<file path="src/hw/rtl/lsds_pkg.sv">
// ----------------------------------------------------------------------------
// Largest square scan package
// Request and response types, field widths and register indexes shared by
// the scan block and its response queue.
// ----------------------------------------------------------------------------
package lsds_pkg;

    localparam int CHAR_W    = 8;
    localparam int SIZE_W    = 11;
    localparam int ROW_W     = 16;
    localparam int COL_W     = 10;
    localparam int CFG_IDX_W = 1;

    localparam int QUEUE_DEPTH = 4;
    localparam int QUEUE_PTR_W = 2;
    localparam int QUEUE_CNT_W = 3;

    localparam logic [CFG_IDX_W-1:0] CFG_EMPTY_CHAR    = 1'b0;
    localparam logic [CFG_IDX_W-1:0] CFG_OBSTACLE_CHAR = 1'b1;

    localparam logic [CHAR_W-1:0] EMPTY_CHAR_RESET    = 8'd46;
    localparam logic [CHAR_W-1:0] OBSTACLE_CHAR_RESET = 8'd111;

    typedef struct packed {
        logic [CHAR_W-1:0] cell_char;
        logic              first_of_map;
        logic              last_in_row;
    } t_cell_req;

    typedef struct packed {
        logic [SIZE_W-1:0] square_size;
        logic              new_best;
        logic [SIZE_W-1:0] best_size;
        logic [ROW_W-1:0]  best_row;
        logic [COL_W-1:0]  best_col;
    } t_square_rsp;

endpackage

</file>
<file path="src/hw/rtl/lsds_rsp_queue.sv">
// ----------------------------------------------------------------------------
// Largest square scan response queue
// Small circular buffer that decouples the scan pipeline from a stalling
// receiver and reports its fill level.
// ----------------------------------------------------------------------------
module lsds_rsp_queue
    import lsds_pkg::*;
(
    input  logic                   i_clk,
    input  logic                   i_rst_n,
    input  logic                   i_push,
    input  t_square_rsp            i_data,
    output logic                   o_valid,
    output t_square_rsp            o_data,
    input  logic                   i_stall,
    output logic [QUEUE_CNT_W-1:0] o_count
);

    t_square_rsp            r_entry [QUEUE_DEPTH];
    logic [QUEUE_PTR_W-1:0] r_wr_ptr;
    logic [QUEUE_PTR_W-1:0] r_rd_ptr;
    logic [QUEUE_CNT_W-1:0] r_count;
    logic                   w_pop;

    assign o_valid = (r_count != '0);
    assign o_data  = r_entry[r_rd_ptr];
    assign o_count = r_count;
    assign w_pop   = o_valid && !i_stall;

    always_ff @(posedge i_clk) begin
        if (i_push) begin
            r_entry[r_wr_ptr] <= i_data;
        end
    end

    always_ff @(posedge i_clk) begin
        if (!i_rst_n) begin
            r_wr_ptr <= '0;
            r_rd_ptr <= '0;
            r_count  <= '0;
        end else begin
            if (i_push) begin
                r_wr_ptr <= r_wr_ptr + 1'b1;
            end
            if (w_pop) begin
                r_rd_ptr <= r_rd_ptr + 1'b1;
            end
            case ({i_push, w_pop})
                2'b10:   r_count <= r_count + 1'b1;
                2'b01:   r_count <= r_count - 1'b1;
                default: r_count <= r_count;
            endcase
        end
    end

    assert property (@(posedge i_clk) disable iff (!i_rst_n)
        i_push |-> (r_count < QUEUE_CNT_W'(QUEUE_DEPTH)) || w_pop)
        else $error("response queue overflow");

    assert property (@(posedge i_clk) disable iff (!i_rst_n)
        (r_count == '0) |-> (r_wr_ptr == r_rd_ptr))
        else $error("response queue pointers disagree with empty count");

endmodule

</file>
<file path="config.mk">
export PLATFORM = sky130hd
export DESIGN_NAME = lsds_rsp_queue
export DESIGN_NICKNAME = d
export VERILOG_FILES = /design/src/hw/rtl/lsds_pkg.sv /design/src/hw/rtl/lsds_rsp_queue.sv
export SDC_FILE = /design/constraint.sdc
export NUM_CORES = 1
export LEC_CHECK = 0
export ABC_AREA = 0
export BUFFER_PORTS_ARGS = -buffer_cell sky130_fd_sc_hd__buf_2
export CAP_MARGIN = 20
export CORE_MARGIN = 2
export CORE_UTILIZATION = 51
export CTS_CLUSTER_DIAMETER = 30
export DETAILED_ROUTE_END_ITERATION = 10
export PLACE_DENSITY = 0.85
export SYNTH_ARGS = -nofsm -noshare
export SYNTH_HDL_FRONTEND = slang
export SYNTH_SLANG_ARGS = --single-unit
</file>
<file path="constraint.sdc">
create_clock -name i_clk -period 2.15 [get_ports i_clk]
set_clock_uncertainty 0.2 [all_clocks]
set_input_delay 0.43 -clock i_clk [delete_from_list [all_inputs] [get_ports i_clk]]
set_output_delay 0.43 -clock i_clk [all_outputs]
set_load 0.03 [all_outputs]
</file>
# Word level (Yosys, flattened, before mapping)
# Memory sizes are Yosys's and may differ from the RTL's. A register that Yosys moved wholly into a read port is not among the register bits.
# Cells that the tools add are included.
[classes]
addsub = 4
n_eq_ne = 2
muxes = 5
n_reduce_logical = 4
[ops]
columns = ["op", "count"]
rows = [
  ["$pmux 3 s2", 1],
  ["$add 2x1->2 const B", 2],
  ["$mux 2", 2],
  ["$add 3x1->3 const B", 1],
  ["$reduce_bool 3->1", 1],
  ["$sub 3x1->3 const B", 1],
  ["$eq 2x1->1 const B", 1],
  ["$eq 2x2->1 const B", 1],
  ["$mux 1", 2],
  ["$reduce_bool 2->1", 1],
  ["$logic_and 1x1->1", 1],
  ["$logic_not 1->1", 1],
]
[word_totals]
regBits = 7
ram_bits = 196
inputBits = 53
memories = 1
[memory_table]
columns = ["name", "depth", "word_bits", "rd", "rd_clocked_by_memory_dff", "write_ports", "line_no", "rtl"]
rows = [
  ["r_entry", 4, 49, 1, 1, 1, "lsds_rsp_queue.sv:19", "t_square_rsp r_entry [QUEUE_DEPTH];"],
]

# Longest topological paths before layout
# Gate-level depths: netlist of the first run.
[depth]
depth_word = 4
depth_mapped = 8
mapped_depth_nobuf = 8

# Worst setup path after synthesis of the first run
# Ideal clock, no wire load.
[synth_path]
kind = "register to register"
start = "register r_wr_ptr[0]"
end = "memory r_entry[2][0] (netlist name), enable pin"
setup_time_ps = 411
arrival_ps = 1710
setup_slack_ps = -172
stages_incl_launch_ff = 4
synth_period_minus_slack_ps = 2322
cell_sequence = "dfxtp_1 > inv_1 > ha_1 > and2_1"
[synth_rtl]
columns = ["item", "line_no", "rtl"]
rows = [
  ["start, declared", "lsds_rsp_queue.sv:20", "logic [QUEUE_PTR_W-1:0] r_wr_ptr;"],
  ["start signal, assigned", "lsds_rsp_queue.sv:43", "r_wr_ptr <= r_wr_ptr + 1'b1;"],
  ["end, declared", "lsds_rsp_queue.sv:19", ""],
]
# Straight into the memory's write port.

==> results.yml, run 1 <==
logic_synthesis:
  syn_avg_cell_area_um2: 24.8
  async_reset_ff_share_pct: 0
  synthCells: 305
  synth.area.top_cells: "edfxtp_1, mux4_2, dfxtp_1"
  synth.mux.area_fraction_pct: 15.0
  synth-seq-area-share_pct: 80.3
  synth_edf_count: 196
  yosysUniqueCellTypes: 25
  synthAdderAreaFrac_pct: 1.09
  yosysTopAreaCell: "edfxtp_1"
  yosysMostFrequentCell: "edfxtp_1"
  ys_warn_count: 0
  syn_area_um2: 7560
  yosys.area_share.simple_pct: 1.23
  yosysTopAreaCellShare_pct: 77.9
  synth_top_family_by_area: "multiplexers"
  syn_nets: 364
  synth-compound-area-share_pct: 0.497
  synthTopCellsByCount: "edfxtp_1, mux4_2, dfxtp_1, and2_1, inv_1"
  synth-seq-cells: 205
  synth_xor_xnor_area_share_pct: 0.348
  ys.flop_type: "edfxtp_1"
clock_network:
  numClockSinks: 205
  ctsHtreeMaxLevel: 2
  cts_buffers: 35
  clk_pin_slew_worst_paths_ps: 50
  cts_tree: "done"
  cts_root_buffer: "clkbuf_16"
  insertion_delay_ps: 470
  cts_buffer_depth: 3
hold_path:
  hold-path-cell-count: 2
  hold_class: "in -> reg"
sta:
  period_share_pct: 113
  slew_violations: 0
  layout_setup_ws_ps: -272
  max_slew_margin_pct: 75.3
  post-route-min-period_ps: 2420
  setup_viol: 49
  max_freq_ghz: 0.413
  rsz0062_at_grt: "true"
  hold_violations: 0
  worst_pin_slew_ps: 370
critical_path:
  path_max_fanout: 13
  crit_required_ps: 1520
  critical_path_class: "reg -> out"
  crit_slowest_cell: "mux4_2"
  endpoint_kind: "primary output"
  r2r_cells: 8
  crit_path_max_incr_delay_ps: 540
  crit_chain: "buf_16 -> mux4_2 -> buf_6"
  critPathLaunchType: "flip-flop"
  critPathArrivalTime_ps: 1790
finish:
  layoutNonFillerInstCount: 712
  utilization_pct: 71.9
  drive_gt1_share_pct: 44.5
  area_growth_pct: 37.7
  antenna-diode-count: 0
  final_nets: 561
power:
  p_leak_nw: 3.64
  p_per_area_nw_per_um2: 1230
  ir_worst_vdd_mv: 0.991
drt:
  viasPerCell: 5.33
  drc: 0
  ant_nets: 0
  vias: 3794
  wl_mm: 14.7
  wl_per_cell_um: 20.6
  drt_pre_antenna_iters: 4
  drt_iter0_markers: 298
global_route:
  grt_usage_pct: 19.4
  grt_pass1_wl_mm: 23.2
  antenna_found_initial: 0
  grt_overflow_total: 0
  grt_pass1_vias: 4244
  grt_max_degree: 27
placed_design:
  place_congestion: 0.733
  placed_cells: 598
  hpwl_mm: 7.63
  portBuffers: 105
outcome:
  outcome: "complete, but fails checks"
  violations: "setup timing"
die:
  rows: 44
  initial_core_util_pct: 52.2
  ios: 106
  die_area_um2: 15800
  die_y_um: 126
  core_area_um2: 14500
  die_w_um: 126
flow_run:
  maxCapViolations: 0
-- metrics by stage --
| stage | setup TNS (ps) | total power, mW | hold slack [ps] | instance area (um2) | setup slack [ps] |
|---|---|---|---|---|---|
| finish | -12200 | 12.8 | 91.8 | 10400 | -272 |
| global route | -15270 | 13.3 | 104 | 10400 | -345 |
| CTS | -15370 | 13.0 | 72.1 | 10500 | -370 |
| detailed placement | -41.9 | 7.13 | 265 | 8440 | -41.9 |
| global placement | 0 | 7.08 | 246 | 8440 | 57.5 |
| floorplan | 0 | 6.49 | 245 | 7570 | 70.6 |
-- path summary, 6_finish.rpt --
kind                endpoint         from  slack, ps
setup / recovery  o_data[26]    flip-flop       -270
setup reg to reg  o_count[2]   o_count[0]        140
hold reg to reg    flip-flop  r_rd_ptr[1]        280
hold / removal    o_count[2]      i_rst_n         90
-- per-layer routing --
| layer | global-route usage (%) | wire [um] | vias to the layer above |
|---|---|---|---|
| li1 | - | - | 1693 |
| met1 | 25.3 | 5890 | 1933 |
| met2 | 32.6 | 7670 | 142 |
| met3 | 4.59 | 816 | 26 |
| met4 | 6.46 | 289 | 0 |
| met5 | 0 | 0 | - |
-- worst max-delay path: cells and delay by family, from the launching register on --
| family | cells | cell delay, ps |
|---|---|---|
| flops | 1 | 420 |
| mux | 1 | 540 |
| buf+inv | 2 | 340 |
-- flip-flops by register name, summed over array words and instances (netlist names), named ones only --
name / cells
r_wr_ptr: 2
r_entry: 196
o_count: 3
r_rd_ptr: 2
-- layout by cell type, fill, tap and decap left out, types with 5 or more instances in the layout --
cell           count
buf_12             9
buf_2             56
buf_4              7
buf_6             49
clkbuf_1           6
clkbuf_16         37
clkinv_2           6
clkinvlp_4         6
dlygate4sd3_1     49
edfxtp_1         196
ha_1               5
inv_1              7
mux4_2            49
-- power by group --
part | total (mW) | internal, mW | switching [mW]
clock network | 5.14 | 3.37 | 1.76
registers | 4.74 | 4.63 | 0.106
logic | 2.90 | 1.39 | 1.51
-- cell families after synthesis --
family,Yosys count
adder cells (fa/ha/maj),6
AND/OR/NAND/NOR,16
multiplexers,51
buffers and inverters,18
AO/OA/AOI/OAI,6
flip-flops,205
XOR/XNOR,3
-- cell type report --
class	instances	area (um2)
Clock buffer	43	948
Clock inverter	20	173
Fill cell	830	4070
Inverter	7	26.3
Multi-Input combinational cell	82	1370
Sequential cell	205	6070
Tap cell	184	230
Timing Repair Buffer	171	1580
-- timing repair --
action,CTS,global route
hold endpoints to repair,196,0
setup buffers,2,0
gates cloned,2,0
endpoints found under the setup margin,49,51
resized for setup,103,2
hold buffers,49,0
(Power assumes the default switching activity.)
==> run 2: changes to the inputs <==
--- a/config.mk
+++ b/config.mk
@@ -9,10 +9,10 @@
 export BUFFER_PORTS_ARGS = -buffer_cell sky130_fd_sc_hd__buf_2
 export CAP_MARGIN = 20
 export CORE_MARGIN = 2
-export CORE_UTILIZATION = 51
+export CORE_UTILIZATION = 40
 export CTS_CLUSTER_DIAMETER = 30
 export DETAILED_ROUTE_END_ITERATION = 10
-export PLACE_DENSITY = 0.85
+export PLACE_DENSITY = 0.71
 export SYNTH_ARGS = -nofsm -noshare
 export SYNTH_HDL_FRONTEND = slang
 export SYNTH_SLANG_ARGS = --single-unit
==> run 2 against run 1 <==
The run still ends with setup timing left. Via count fell by 1.3%. Core utilization fell by 16 points. Non-clock buffer count fell by 1. Fmax fell by 2.5%. First-iteration DRC count fell by 40%. Sequential share of layout area fell by 0.28 points. Cell area rose by 0.56%. Worst setup slack got worse by 62 ps. Clock power rose by 10%. Sequential power barely moved. Critical path type unchanged. Critical endpoint is now o_data[41].
==> results.yml, run 2 (synthesized netlist as in run 1, its figures left out) <==
critical_path:
  critPathLaunchType: "flip-flop"
  crit_required_ps: 1520
  critPathArrivalTime_ps: 1850
  endpoint_kind: "primary output"
  critical_path_class: "reg -> out"
  path_max_fanout: 12
placed_design:
  hpwl_mm: 8.15
  pre_cts_slack_ps: -92.8
  portBuffers: 105
  place_congestion: 0.750
  placed_cells: 647
global_route:
  grt_usage_pct: 14.5
  grt_overflow_total: 0
  grt_pass1_vias: 4136
  grt_max_degree: 39
  grt_pass1_wl_mm: 21.7
  antenna_found_initial: 1
finish:
  largest_register_ffs: 196
  final_nets: 563
  final_common_cell: "edfxtp_1"
  layoutNonFillerInstCount: 766
  regMostFlops: "r_entry"
  area_growth_pct: 38.5
  layout_common_cells: "edfxtp_1, buf_2, dlygate4sd3_1, mux4_2, clkbuf_16"
  drive_gt1_share_pct: 44.3
  utilization_pct: 56.1
  fillers: 1421
power:
  p_per_area_nw_per_um2: 1250
  p_leak_nw: 3.66
  ir_worst_vdd_mv: 0.699
clock_network:
  insertion_delay_ps: 490
  post_cts_buffers: 0
  clk_pin_slew_worst_paths_ps: 40
  numClockSinks: 205
  cts_buffers: 38
  ctsHtreeMaxLevel: 2
  cts_buffer_depth: 3
  cts_root_buffer: "clkbuf_16"
  cts_tree: "done"
drt:
  ant_nets: 0
  wl_per_cell_um: 18.9
  drc: 0
  viasPerCell: 4.89
  drt_pre_antenna_iters: 6
  vias: 3746
  wl_mm: 14.5
  drt_iter0_markers: 179
sta:
  post-route-min-period_ps: 2480
  hold_violations: 0
  layout_setup_ws_ps: -335
  period_share_pct: 116
  worst_pin_slew_ps: 357
  setup_viol: 49
  slew_violations: 0
  max_freq_ghz: 0.402
  max_slew_margin_pct: 76.2
  rsz0062_at_grt: "true"
  whs_ps: 55.4
outcome:
  violations: "setup timing"
  outcome: "complete, but fails checks"
die:
  core_area_um2: 18600
  die_w_um: 141
  rows: 50
  die_area_um2: 20000
  ios: 106
  initial_core_util_pct: 40.5
  die_y_um: 141
flow_run:
  maxCapViolations: 0
hold_path:
  hold_class: "in -> reg"
[run 2: changes by cell type in the layout (fill, tap and decap cells not counted), moves of 3 or more]
cell       before  now
buf_2          56   80
buf_6          49   25
clkinv_1        3    8
buf_12          9    5
clkbuf_16      37   41
bufinv_16       2    5
clkinv_2        6    3
[run 2: what timing repair did]
| action | CTS | global route |
|---|---|---|
| setup endpoints to repair | 50 | 50 |
| hold buffers | 49 | 0 |
| pin swaps | 0 | 2 |
| hold endpoints to repair | 196 | 0 |
| cloned | 0 | 2 |
| resized for setup | 52 | 7 |
[run 2: layer usage]
layer	part of all wire, %	routed length [um]	up-vias	GRT usage [%]
li1	-	-	1694	-
met1	40	5760	1907	16.9
met2	52	7510	119	25.5
met3	6.0	867	26	4.52
met4	2.2	318	0	4.74
met5	0	0	-	0
[run 2: final timing paths]
check / startpoint / depth (start not counted) / slack, ps / end
hold reg to reg: r_rd_ptr[1] / 2 / 270 / flip-flop
setup / recovery: flip-flop / 3 / -330 / o_data[41]
hold / removal: i_rst_n / 2 / 60 / flip-flop
setup reg to reg: o_count[1] / 7 / 140 / o_count[1]
[run 2: final cells by class]
class                   instances  area, um2  share of cell area (%)
diodes                          1       2.50                  0.0239
clock buffers                  44        995                    9.50
clock inverters                23        251                    2.40
inverters                       7       26.3                   0.251
well taps                     234        293                    2.80
repair buffers                170       1430                    13.7
multi-input cells              82       1390                    13.3
flip-flops and latches        205       6080                    58.1
[run 2: report_power, final]
part	switching (mW)	leakage (nW)	internal (mW)	total, mW
logic	1.47	1.19	1.22	2.69
clock network	1.79	0.595	3.88	5.67
registers	0.105	1.88	4.64	4.75
[run 2: worst max-delay path, stage by stage, from the launching register on]
cell       delay [ps]
dfxtp_4           430
clkbuf_16         230
mux4_2            510
buf_2             190
[run 2: metrics by stage]
stage / total power [mW] / TNS (ps) / area [um2]
after floorplan: 6.49 / 0 / 7570
after global placement: 7.06 / 0 / 8490
after detailed placement: 7.13 / -92.8 / 8490
after CTS: 13.1 / -16240 / 10400
after global routing: 13.6 / -18520 / 10500
final: 13.1 / -15200 / 10500
==> run 3: changes to the inputs <==
--- a/config.mk
+++ b/config.mk
@@ -13,6 +13,7 @@
 export CTS_CLUSTER_DIAMETER = 30
 export DETAILED_ROUTE_END_ITERATION = 10
 export PLACE_DENSITY = 0.71
+export REMOVE_ABC_BUFFERS = 1
 export SYNTH_ARGS = -nofsm -noshare
 export SYNTH_HDL_FRONTEND = slang
 export SYNTH_SLANG_ARGS = --single-unit
==> run 3 against run 2 <==
The flow still finishes with violations (setup timing). Clock power is 0.9% higher. Combinational power is 20% higher. Non-clock buffer count is 7 higher. Wire length is 5.2% higher. Die area stayed put.
==> results.yml, run 3 (synthesized netlist as in run 1, its figures left out) <==
global_route:
  grt_overflow_total: 0
  grt_max_degree: 50
  grt_usage_pct: 15.4
  grt_pass1_vias: 4238
  grt_pass1_wl_mm: 23.1
  antenna_found_initial: 1
die:
  initial_core_util_pct: 40.5
  die_y_um: 141
  die_w_um: 141
  core_area_um2: 18600
  rows: 50
  ios: 106
  die_area_um2: 20000
finish:
  regMostFlops: "r_entry"
  final_common_cell: "edfxtp_1"
  final_nets: 569
  drive_gt1_share_pct: 45.2
  layout_common_cells: "edfxtp_1, buf_2, buf_6, mux4_2, dlygate4sd3_1"
  fillers: 1370
  area_growth_pct: 43.0
  largest_register_ffs: 196
  antenna-diode-count: 0
placed_design:
  hpwl_mm: 7.96
  pre_cts_slack_ps: -86.0
  portBuffers: 105
  place_congestion: 0.660
sta:
  max_slew_margin_pct: 79.4
  hold_violations: 0
  whs_ps: 83.3
  slew_violations: 0
  worst_pin_slew_ps: 309
  period_share_pct: 115
  setup_viol: 49
  layout_setup_ws_ps: -330
  max_freq_ghz: 0.403
  post-route-min-period_ps: 2480
  rsz0062_at_grt: "true"
critical_path:
  crit_chain: "buf_8 -> buf_16 -> mux4_2 -> buf_6"
  crit_required_ps: 1520
  path_buf_inv: 3
  crit_slowest_cell: "mux4_2"
  crit_path_max_incr_delay_ps: 550
  endpoint_kind: "primary output"
  worst-r2r-setup-slack_ps: 80
  path_delay_family: "multiplexers"
  path_max_fanout: 7
  critPathArrivalTime_ps: 1850
  critical_path_class: "reg -> out"
  critPathLaunchType: "flip-flop"
clock_network:
  cts_root_buffer: "clkbuf_16"
  clk_pin_slew_worst_paths_ps: 40
  cts_buffers: 37
  ctsHtreeMaxLevel: 2
  insertion_delay_ps: 480
  cts_tree: "done"
  numClockSinks: 205
  cts_buffer_depth: 3
flow_run:
  maxCapViolations: 0
drt:
  viasPerCell: 4.92
  vias: 3795
  drt_iter0_markers: 181
  ant_nets: 0
  wl_mm: 15.2
  drt_pre_antenna_iters: 6
  wl_per_cell_um: 19.7
  drc: 0
power:
  p_leak_nw: 3.80
  ir_worst_vdd_mv: 0.976
  p_per_area_nw_per_um2: 1270
outcome:
  outcome: "complete, but fails checks"
  violations: "setup timing"
hold_path:
  hold_class: "in -> reg"
-- run 3: metal layers --
metal  vias to the layer above  GRT usage (%)  part of all wire (%)
met5                         -              0                  0.11
met4                         2           4.84                  0.95
met3                        12           4.25                   5.1
met2                       103           25.8                    51
met1                      1968           19.9                    43
li1                       1710              -                     -
-- run 3: cell type report --
class,count,area (um2),area share (%)
inverters,7,26.3,0.243
multi-input cells,82,1380,12.8
clock inverters,17,214,1.98
repair buffers,177,1760,16.3
flip-flops and latches,205,6080,56.3
clock buffers,50,1050,9.69
well taps,234,293,2.71
-- run 3: repair_timing --
action                                 4_1_cts  5_1_grt
resized for setup                          109       12
cloned                                       5        1
hold buffers                                49        0
setup endpoints to repair                   51       50
endpoints found under the hold margin      196        0
setup buffers                                4        2
pin swaps                                    0        4
-- run 3: power by group --
part | switching (mW) | internal (mW)
registers | 0.0978 | 4.64
logic | 1.62 | 1.62
clock network | 1.73 | 3.99
-- run 3: worst paths after layout --
kind / startpoint / to / depth (start not counted)
setup reg to reg: o_count[1] / o_count[2] / 8
setup / recovery: flip-flop / o_data[23] / 4
hold / removal: i_rst_n / flip-flop / 2
hold reg to reg: r_rd_ptr[1] / flip-flop / 2
-- run 3: worst register-to-register path, stage by stage (launching register included) --
cell and delay (ps):
dfxtp_4 370, nor3_4 60, nor2_1 120, ha_2 200, inv_1 60, fa_2 330, xor2_1 160, or3_1 370
a21boi_1 130
-- run 3: stage by stage --
stage                     std cells  power, mW  setup TNS (ps)  instance area (um2)  util, %
after CTS                       769       13.7          -16750                10700     57.6
after global placement          645       7.04               0                 8490     45.6
after floorplan                 294       6.39          -98070                 7460        -
final                           772       13.7          -14890                10800     58.0
after detailed placement        645       7.12           -86.0                 8490     45.6
after global routing            772       14.2          -18010                10800     58.0
